$ cat src/stepper_uart_datagram_encoder_top_defines.svh
// Assertion macros for the stepper UART datagram encoder.
// Included by the top level; depends on nothing else.
`ifndef STEPPER_UART_DATAGRAM_ENCODER_TOP_DEFINES_SVH
`define STEPPER_UART_DATAGRAM_ENCODER_TOP_DEFINES_SVH

// Same-cycle implication, checked out of reset.
`define SUDE_ASSERT_NOW(lbl, clk, rst, ante, cons, msg) \
   lbl: assert property (@(posedge clk) disable iff (rst) (ante) |-> (cons)) else $error(msg);

// Next-cycle implication, checked out of reset.
`define SUDE_ASSERT_NEXT(lbl, clk, rst, ante, cons, msg) \
   lbl: assert property (@(posedge clk) disable iff (rst) (ante) |=> (cons)) else $error(msg);

`endif

$ cat src/sude_pkg.sv
// Shared types, constants and the CRC-8 byte update for the datagram encoder.
// No dependencies.
package sude_pkg;

   typedef logic [2:0] byte_idx_type;

   localparam logic       ACTION_WRITE = 1'b0;
   localparam logic       ACTION_READ  = 1'b1;

   localparam logic [7:0] SYNC_BYTE  = 8'h05;
   localparam logic [7:0] CRC_POLY   = 8'h07;
   localparam logic [7:0] WRITE_FLAG = 8'h80;

   localparam byte_idx_type IDX_SYNC   = 3'd0;
   localparam byte_idx_type IDX_NODE   = 3'd1;
   localparam byte_idx_type IDX_REG    = 3'd2;
   localparam byte_idx_type IDX_VAL3   = 3'd3;
   localparam byte_idx_type IDX_VAL2   = 3'd4;
   localparam byte_idx_type IDX_VAL1   = 3'd5;
   localparam byte_idx_type IDX_VAL0   = 3'd6;
   localparam byte_idx_type IDX_CRC_WR = 3'd7;
   localparam byte_idx_type IDX_CRC_RD = 3'd3;

   // Feed one byte, least significant bit first, into the running CRC.
   function automatic logic [7:0] crc8_feed(input logic [7:0] crc, input logic [7:0] data);
      logic [7:0] c;
      c = crc;
      for (int i = 0; i < 8; i++) begin
         if (c[7] ^ data[i]) begin
            c = {c[6:0], 1'b0} ^ CRC_POLY;
         end else begin
            c = {c[6:0], 1'b0};
         end
      end
      return c;
   endfunction

endpackage

$ cat src/sude_req_if.sv
// Request channel: one datagram request per word.
// No dependencies.
interface sude_req_if;
   logic        valid;
   logic        ready;
   logic        action;
   logic [6:0]  reg_address;
   logic [31:0] write_value;

   modport source (output valid, output action, output reg_address, output write_value,
                   input ready);
   modport sink   (input valid, input action, input reg_address, input write_value,
                   output ready);
endinterface

$ cat src/sude_rsp_if.sv
// Result channel: one datagram byte per word, flagged on the closing CRC byte.
// No dependencies.
interface sude_rsp_if;
   logic       valid;
   logic       ready;
   logic [7:0] out_byte;
   logic       last_byte;

   modport source (output valid, output out_byte, output last_byte, input ready);
   modport sink   (input valid, input out_byte, input last_byte, output ready);
endinterface

$ cat src/stepper_uart_datagram_encoder_top.sv
// A request is registered; its sync byte then enters the output register when free.
// Throughput: one byte per cycle when not stalled; writes 8 bytes, reads 4; the next
// request is taken in the cycle the closing CRC byte moves into the output register.
// The CRC is updated byte by byte as each byte is emitted.
// Reset (synchronous, active high): clears node address, busy flag and output valid.
// Depends on sude_pkg, sude_req_if, sude_rsp_if and the assertion macro header.
`include "stepper_uart_datagram_encoder_top_defines.svh"

module stepper_uart_datagram_encoder_top
   import sude_pkg::*;
(
   input  logic       clock,
   input  logic       reset,
   input  logic       csr_valid,
   output logic       csr_ready,
   input  logic [7:0] csr_data,
   sude_req_if.sink   req_if,
   sude_rsp_if.source rsp_if
);

   logic [7:0]   node_ff;
   logic         busy_ff, busy_in;
   byte_idx_type idx_ff, idx_in;
   logic         act_ff;
   logic [6:0]   reg_ff;
   logic [31:0]  val_ff;
   logic [7:0]   crc_ff, crc_in;
   logic         out_valid_ff, out_valid_in;
   logic [7:0]   out_byte_ff, out_byte_in;
   logic         out_last_ff, out_last_in;

   logic         load_out;
   logic         is_last;
   logic         req_fire;
   logic [7:0]   cur_byte;

   assign csr_ready = 1'b1;

   assign is_last  = (idx_ff == ((act_ff == ACTION_READ) ? IDX_CRC_RD : IDX_CRC_WR));
   assign load_out = busy_ff && (!out_valid_ff || rsp_if.ready);
   assign req_if.ready = !busy_ff || (load_out && is_last);
   assign req_fire = req_if.valid && req_if.ready;

   // Pick the byte at the current position.
   always_comb begin
      case (idx_ff)
         IDX_SYNC: cur_byte = SYNC_BYTE;
         IDX_NODE: cur_byte = node_ff;
         IDX_REG:  cur_byte = (act_ff == ACTION_READ) ? {1'b0, reg_ff}
                                                      : ({1'b0, reg_ff} | WRITE_FLAG);
         IDX_VAL3: cur_byte = (act_ff == ACTION_READ) ? crc_ff : val_ff[31:24];
         IDX_VAL2: cur_byte = val_ff[23:16];
         IDX_VAL1: cur_byte = val_ff[15:8];
         IDX_VAL0: cur_byte = val_ff[7:0];
         default:  cur_byte = crc_ff;
      endcase
   end

   always_comb begin
      busy_in      = busy_ff;
      idx_in       = idx_ff;
      crc_in       = crc_ff;
      out_valid_in = out_valid_ff;
      out_byte_in  = out_byte_ff;
      out_last_in  = out_last_ff;
      if (load_out) begin
         out_valid_in = 1'b1;
         out_byte_in  = cur_byte;
         out_last_in  = is_last;
         crc_in       = crc8_feed(crc_ff, cur_byte);
         idx_in       = idx_ff + 3'd1;
         if (is_last) begin
            busy_in = 1'b0;
         end
      end else if (rsp_if.ready) begin
         out_valid_in = 1'b0;
      end
      // Start a new datagram.
      if (req_fire) begin
         busy_in = 1'b1;
         idx_in  = IDX_SYNC;
         crc_in  = 8'h00;
      end
   end

   always_ff @(posedge clock) begin
      if (reset) begin
         node_ff      <= 8'h00;
         busy_ff      <= 1'b0;
         out_valid_ff <= 1'b0;
      end else begin
         if (csr_valid && csr_ready) begin
            node_ff <= csr_data;
         end
         busy_ff      <= busy_in;
         out_valid_ff <= out_valid_in;
      end
   end

   always_ff @(posedge clock) begin
      idx_ff      <= idx_in;
      crc_ff      <= crc_in;
      out_byte_ff <= out_byte_in;
      out_last_ff <= out_last_in;
      if (req_fire) begin
         act_ff <= req_if.action;
         reg_ff <= req_if.reg_address;
         val_ff <= req_if.write_value;
      end
   end

   assign rsp_if.valid     = out_valid_ff;
   assign rsp_if.out_byte  = out_byte_ff;
   assign rsp_if.last_byte = out_last_ff;

   `SUDE_ASSERT_NOW(a_take_only_at_end, clock, reset, req_fire && busy_ff, load_out && is_last,
      "request taken while a datagram is still mid-flight")
   `SUDE_ASSERT_NEXT(a_start_clean, clock, reset, req_fire,
      busy_ff && idx_ff == IDX_SYNC && crc_ff == 8'h00, "datagram did not start at sync byte")
   `SUDE_ASSERT_NEXT(a_last_flagged, clock, reset, load_out && is_last && !req_fire,
      rsp_if.valid && rsp_if.last_byte && !busy_ff, "closing byte not flagged")
   `SUDE_ASSERT_NOW(a_read_short, clock, reset, busy_ff && act_ff == ACTION_READ,
      idx_ff <= IDX_CRC_RD, "read datagram ran past its CRC byte")

endmodule
$ cat src/flat_wrapper.sv
// flat-port wrapper written by rule: the top's interface ports become plain ports
module stepper_uart_datagram_encoder_top_flat import sude_pkg::*;
  (clock, reset, csr_valid, csr_ready, csr_data, req_if_valid, req_if_action, req_if_reg_address, req_if_write_value, req_if_ready, rsp_if_valid, rsp_if_out_byte, rsp_if_last_byte, rsp_if_ready);
  sude_req_if req_if_i ();
  sude_rsp_if rsp_if_i ();
  input  logic clock;
  input  logic reset;
  input  logic csr_valid;
  output logic csr_ready;
  input  logic [7:0] csr_data;
  input wire logic [$bits(req_if_i.valid)-1:0] req_if_valid;
  input wire logic [$bits(req_if_i.action)-1:0] req_if_action;
  input wire logic [$bits(req_if_i.reg_address)-1:0] req_if_reg_address;
  input wire logic [$bits(req_if_i.write_value)-1:0] req_if_write_value;
  output wire logic [$bits(req_if_i.ready)-1:0] req_if_ready;
  output wire logic [$bits(rsp_if_i.valid)-1:0] rsp_if_valid;
  output wire logic [$bits(rsp_if_i.out_byte)-1:0] rsp_if_out_byte;
  output wire logic [$bits(rsp_if_i.last_byte)-1:0] rsp_if_last_byte;
  input wire logic [$bits(rsp_if_i.ready)-1:0] rsp_if_ready;
  assign req_if_i.valid = req_if_valid;
  assign req_if_i.action = req_if_action;
  assign req_if_i.reg_address = req_if_reg_address;
  assign req_if_i.write_value = req_if_write_value;
  assign req_if_ready = req_if_i.ready;
  assign rsp_if_valid = rsp_if_i.valid;
  assign rsp_if_out_byte = rsp_if_i.out_byte;
  assign rsp_if_last_byte = rsp_if_i.last_byte;
  assign rsp_if_i.ready = rsp_if_ready;
  stepper_uart_datagram_encoder_top u_core (.clock(clock), .reset(reset), .csr_valid(csr_valid), .csr_ready(csr_ready), .csr_data(csr_data), .req_if(req_if_i), .rsp_if(rsp_if_i));
endmodule
$ cat config.mk
export PLATFORM = sky130hd
export DESIGN_NAME = stepper_uart_datagram_encoder_top_flat
export DESIGN_NICKNAME = d
export VERILOG_FILES = /design/src/sude_pkg.sv /design/src/sude_req_if.sv /design/src/sude_rsp_if.sv /design/src/stepper_uart_datagram_encoder_top.sv /design/src/flat_wrapper.sv
export VERILOG_INCLUDE_DIRS = /design/src /design/src/src
export SDC_FILE = /design/constraint.sdc
export NUM_CORES = 1
export LEC_CHECK = 0
export ABC_AREA = 1
export BUFFER_PORTS_ARGS = -buffer_cell sky130_fd_sc_hd__buf_2
export CELL_PAD_IN_SITES_DETAIL_PLACEMENT = 1
export CELL_PAD_IN_SITES_GLOBAL_PLACEMENT = 1
export CORE_MARGIN = 2
export CORE_UTILIZATION = 40
export DETAILED_ROUTE_END_ITERATION = 7
export PLACE_DENSITY_LB_ADDON = 0.15
export SYNTH_ARGS = -nofsm -noshare
export SYNTH_HDL_FRONTEND = slang
export SYNTH_SLANG_ARGS = --single-unit
export TNS_END_PERCENT = 20
$ cat constraint.sdc
create_clock -name clock -period 2.4 [get_ports clock]
set_input_delay 0.48 -clock clock [delete_from_list [all_inputs] [get_ports clock]]
set_output_delay 0.48 -clock clock [all_outputs]
set_load 0.005 [all_outputs]
======== Yosys cells after proc, flatten, opt, wreduce, memory -nomap -nowiden ========
Index checks and enable logic that the tools add are counted.
cells by class
  mux-type cells .......................... 24
  reductions and logical operators ........ 12
  $add $sub $neg .......................... 1
  eq/ne operators ......................... 7
  bitwise operators ....................... 16
operators with widths
  cell                                           number
  two-way mux 8 bit                              9
  case mux 8 bit (7 select lines)                1
  two-way mux 3 bit                              9
  NOT 3 bit                                      8
  == test 3 bit, second input constant           3
  bitwise XOR 1 bit                              8
  == test 3 x 2 -> 1 bit, second input constant  2
  nonzero test 2 bit                             3
  two-way mux 1 bit                              5
  adder 3 x 1 -> 3 bit, second input constant    1
  == test 3 x 1 -> 1 bit, second input constant  1
  == test 3 bit                                  1
  logical AND 1 bit                              3
  zero test 3 bit                                1
  zero test 1 bit                                2
  logical OR 1 bit                               2
  AND reduction 2 bit                            1
storage, ports and cells
  bits in registers ....................... 70
  output and inout bits ................... 12
  input bits .............................. 53
  logic and storage cells ................. 70

======== Longest topological paths before layout ========
  word-level depth ........................ 25
  mapped depth ............................ 19
  mapped depth without buffers ............ 19

======== Worst setup path before layout ========
No wires, ideal clock.
  path type ............................... register to register
  start ................................... register u_core.idx_ff[0]
  end ..................................... register u_core.crc_ff[2]
  arrival ................................. 1827 ps
  clock period less this slack ............ 1937 ps
  buffers on the path ..................... 1
  setup time .............................. 109 ps
  path slack .............................. 463 ps
  data required time ...................... 2291 ps
  cell stages (with the launch flop) ...... 16
  path through ............................ dfxtp_1 > ha_1 > ha_1 > buf_4 > nand2_1 > nor2_1 > a21oi_1 > nand3_2 > xor2_1 > nand3_1 > nand2_1 > inv_1 > nand2_1 > nand3_1 > nand2_1 > inv_1
on the way
  elaborated cells on any way between the ends .. 32
  those cells by class .................... 7 x eq/ne; 13 x mux; 8 x bitwise; 4 x reduce/logical
RTL lines
  item                                         line                                      text
  from (decl)                                  stepper_uart_datagram_encoder_top.sv:23   byte_idx_type idx_ff, idx_in;
  from (signal assigned)                       stepper_uart_datagram_encoder_top.sv:101  idx_ff <= idx_in;
  == test 3 bit, or another cell as far along  stepper_uart_datagram_encoder_top.sv:46   case (idx_ff)
  case mux 8 bit (7 select lines) (*)          stepper_uart_datagram_encoder_top.sv:46
  named net u_core.cur_byte[5]                 stepper_uart_datagram_encoder_top.sv:35   logic [7:0] cur_byte;
  bitwise XOR 1 bit (*)                        sude_pkg.sv:29                            if (c[7] ^ data[i]) begin
  two-way mux 3 bit (*)                        sude_pkg.sv:29
  two-way mux 8 bit (*)                        stepper_uart_datagram_encoder_top.sv:66   if (load_out) begin
  NOT 3 bit (no line)                          n/a
  two-way mux 3 bit (*)                        sude_pkg.sv:29
  two-way mux 8 bit (*)                        stepper_uart_datagram_encoder_top.sv:66
  NOT 3 bit (no line)                          n/a
  two-way mux 3 bit (*)                        sude_pkg.sv:29
  to (signal assigned)                         stepper_uart_datagram_encoder_top.sv:102  crc_ff <= crc_in;
  to (decl)                                    stepper_uart_datagram_encoder_top.sv:27   logic [7:0] crc_ff, crc_in;
The timed path passes the listed nets; every way through them passes the cells marked *. The select of a mux whose other input is x is not followed.
A chain may end at the register's enable or synchronous reset.

======== Final worst setup path ========
  start ................................... register u_core.idx_ff[0]
  end ..................................... register u_core.crc_ff[2]
on the way
  elaborated cells on any way between the ends .. 32
  those cells by class .................... 7 x eq/ne; 13 x mux; 8 x bitwise; 4 x reduce/logical
RTL lines
  item                                         line
  == test 3 bit, or another cell as far along  stepper_uart_datagram_encoder_top.sv:46
  case mux 8 bit (7 select lines) (*)          stepper_uart_datagram_encoder_top.sv:46
  named net u_core.cur_byte[6]                 stepper_uart_datagram_encoder_top.sv:35
  bitwise XOR 1 bit (*)                        sude_pkg.sv:29
  two-way mux 3 bit (*)                        sude_pkg.sv:29
  two-way mux 8 bit (*)                        stepper_uart_datagram_encoder_top.sv:66
  NOT 3 bit (no line)                          n/a
  two-way mux 3 bit (*)                        sude_pkg.sv:29
Marked as above.

==> impl_results.md <==
* Most common cell after layout, fill and taps aside: nand2_1
* Worst path most repeated cell: nand2_1
* Crit-path max FO at 6
* Most frequent cells in the layout: nand2_1, buf_2, edfxtp_1
* Slowest stage delay, CP at 0.35 ns
* Max Clk Rate at 445 MHz
* Pwr Density at 877 mW/mm^2
* Area growth from synthesis to layout at 20.3%
* H-tree depth at 3
* Number of antenna violations at the first check in global routing at 0
* Seq/Total Area, Yosys at 56.4%
* Row cnt at 33
* Final Slew Violations at 0
* PortBufs at 63
* CP max stage cell: dfxtp_2
* Num CTS Buffers at 9
* Max-capacitance violation count at 0
* Post-Syn Area at 0.00335 mm^2
* Outcome: complete, no violations
* Max_slew headroom at 53.6%
* Die area at 0.00913 mm^2
* First-pass GRT wire length at 14200 um
* Setup CP Type: reg -> reg
* Post-synth cell types at 28
* Crit end category: register
* RD Place Congestion at 0.822
* Critical path data arrival time at 2.50 ns
* Worst EP required at 2.66 ns
* Worst r2r path cells at 19
* Clock Path Buffers at 2
* CTS tree: done
* Estimated wirelength of the detail-placed design at 6620 um
* DRT antenna net count at 0
* FF-to-FF Start: u_core.idx_ff[0]
* Via count at 2774
* Core area at 0.00818 mm^2
* Die W at 95.5 um
* Depth of the worst hold-timing path at 1
* DRC viols at 0
* Final Power at 3540 uW
* Worst skew pair latency at 0.35 ns
* Worst slew pin tran at 0.696 ns
* TNS Setup at 0 ns
* Yosys warns at 0
* Final setup viols at 0
* ANT cells at 0
* Clock root buffer: clkbuf_8
* Avg Vias per Cell at 4.96
* First-pass DRT Iterations at 5
* Yosys reg bits at 70
* Reg2reg setup slack at 0.15 ns
* Unrepaired setup endpoints after global routing: yes
* Worst vdd ir at 0.000335 V
* Min-delay worst type: in -> reg
* Nets at 507
* Final WL at 8780 um
* Clock transition at path regs at 0.08 ns
* Hold_ws at 0.300 ns
* Post-synth EDFFs at 49
* Mapped Nets at 437
* IO Pins at 65
* Total track usage at 21.0%
* Final worst path period share at 93.6%
* Final Skew at 0.0150 ns
* Async SR Flop Fraction at 0%
* Finished Core Util at 49.3%
* Drt first-iter violations at 123
* Worst Hold Endpoint: u_core.val_ff[3]
* Vias in the first global route at 2962
* Final-report hold violation count at 0
* Cell leakage power at 0.00185 uW
* Synthesized area per cell at 8.84 um^2
* HP Start: req_if_write_value[3]
* Die height at 95.5 um
* Share of cells above drive strength 1 at 27.3%
* Main synth FF type: edfxtp_1
* GRT Residual Overflow at 0
* Reg-to-reg endpoint: u_core.crc_ff[2]
* Crit path time final at 2.25 ns
* Sink Count at 70
* Post-Synthesis Cells at 379
* Largest net degree at the start of global routing at 51
* DR WL/cell at 15.7 um
* Critical-path cell list: inv_1 -> ha_2 -> inv_1 -> nor2_4 -> nand2_1 -> nand2_1 -> inv_1 -> nand3_1 -> nand2_1 -> nand2_1 -> inv_1 -> nand2_1 -> nand3_1 -> nand2_1 -> inv_1 -> nand2_1 -> nand3_1 -> nand2_1 -> inv_1
* Starting Density at 41.0%
* Startpoint Class: register
==> report_power, final <==
| group | internal, uW | switching (uW) |
|---|---|---|
| combinational | 369 | 735 |
| clock | 473 | 459 |
| sequential | 1430 | 73.2 |
| total | 2270 | 1270 |
==> per-layer routing <==
| layer | global-route usage, % | vias up | share of wire, % | routed length (um) |
|---|---|---|---|---|
| met5 | 0 | - | 0 | 0 |
| met4 | 6.31 | 0 | 1.7 | 151 |
| met3 | 5.06 | 13 | 4.4 | 384 |
| met2 | 37.9 | 76 | 52 | 4550 |
| met1 | 24.4 | 1317 | 42 | 3700 |
| li1 | - | 1368 | - | - |
==> repair_timing <==
action                                  4_1_cts  5_1_grt
endpoints found under the setup margin        6        9
setup buffers                                 1        0
gates resized for setup                       1       12
hold buffers                                  0        0
hold endpoints to repair                      0        0
==> flip-flops by register name (all words and copies together) (netlist names) <==
| name | count |
|---|---|
| u_core.val_ff | 32 |
| u_core.crc_ff | 8 |
| u_core.node_ff | 8 |
| u_core.rsp_if.out_byte | 8 |
| u_core.reg_ff | 7 |
| u_core.idx_ff | 3 |
| u_core.act_ff | 1 |
| u_core.busy_ff | 1 |
| u_core.rsp_if.last_byte | 1 |
| u_core.rsp_if.valid | 1 |
==> per-stage QoR <==
| stage | setup WS (ns) | std cells | cell area [um^2] |
|---|---|---|---|
| finish | 0.154 | 559 | 4030 |
| global route | -0.0370 | 559 | 4030 |
| CTS | -0.0230 | 559 | 3990 |
| detailed placement | -0.0643 | 542 | 3790 |
| global placement | 0.0206 | 542 | 3790 |
| floorplan | 0.463 | 379 | 3350 |
==> kinds of logic (layout without fill, tap and decap cells) <==
family / Yosys count / count (layout) / share of synthesized area, %
xor+xnor: 5 / 5 / 1.53
other cells: 1 / 1 / 0.112
flops: 70 / 70 / 56.4
compound gates: 39 / 39 / 6.16
buf+inv: 52 / 127 / 6.61
simple gates: 207 / 207 / 27.3
fa+ha+maj: 5 / 5 / 1.87
==> Yosys cell counts (2+ instances only) <==
library cell / count / area, um^2
dfxtp_1: 21 / 420
buf_4: 4 / 30.0
clkbuf_1: 3 / 11.3
inv_2: 3 / 11.3
nor2_4: 2 / 22.5
o211ai_1: 2 / 15.0
nor2_2: 3 / 18.8
o22ai_1: 2 / 12.5
nand2_1: 137 / 514
nand3_1: 30 / 150
xor2_1: 4 / 35.0
nor2_1: 13 / 48.8
o21ai_0: 6 / 30.0
nand2_2: 14 / 87.6
a21oi_1: 28 / 140
ha_1: 5 / 62.6
edfxtp_1: 49 / 1470
nand3_2: 3 / 30.0
inv_1: 40 / 150
nand4_1: 2 / 12.5
==> how the worst max path moves through the flow <==
stage | startpoint | endpoint | slack [ns] | depth (start not counted)
2_1_floorplan | u_core.idx_ff[0] | u_core.crc_ff[2] | 0.46 | 15
3_3_place_gp | u_core.idx_ff[0] | u_core.crc_ff[2] | 0.02 | 15
3_5_place_dp | u_core.idx_ff[0] | u_core.crc_ff[2] | -0.06 | 15
4_1_cts | u_core.idx_ff[0] | u_core.crc_ff[2] | -0.02 | 15
5_1_grt | u_core.idx_ff[0] | u_core.crc_ff[2] | -0.04 | 19
6_report | u_core.idx_ff[0] | u_core.crc_ff[2] | 0.15 | 19
==> critical path: cells and delay by family, from the launching register on <==
kind,cells,cell delay [ns]
buffers and inverters,6,0.44
DFF,1,0.35
and+or+nand+nor,12,1.13
adders and majority gates,1,0.26
==> cell type report <==
class                   instances  area, um^2
fillers                       997        4140
flip-flops and latches         70        1890
multi-input cells             257        1290
repair buffers                 68         365
inverters                      43         161
well taps                     105         131
clock buffers                   9         124
clock inverters                 7        65.1
No activity file was read; power rests on OpenSTA's default activity.
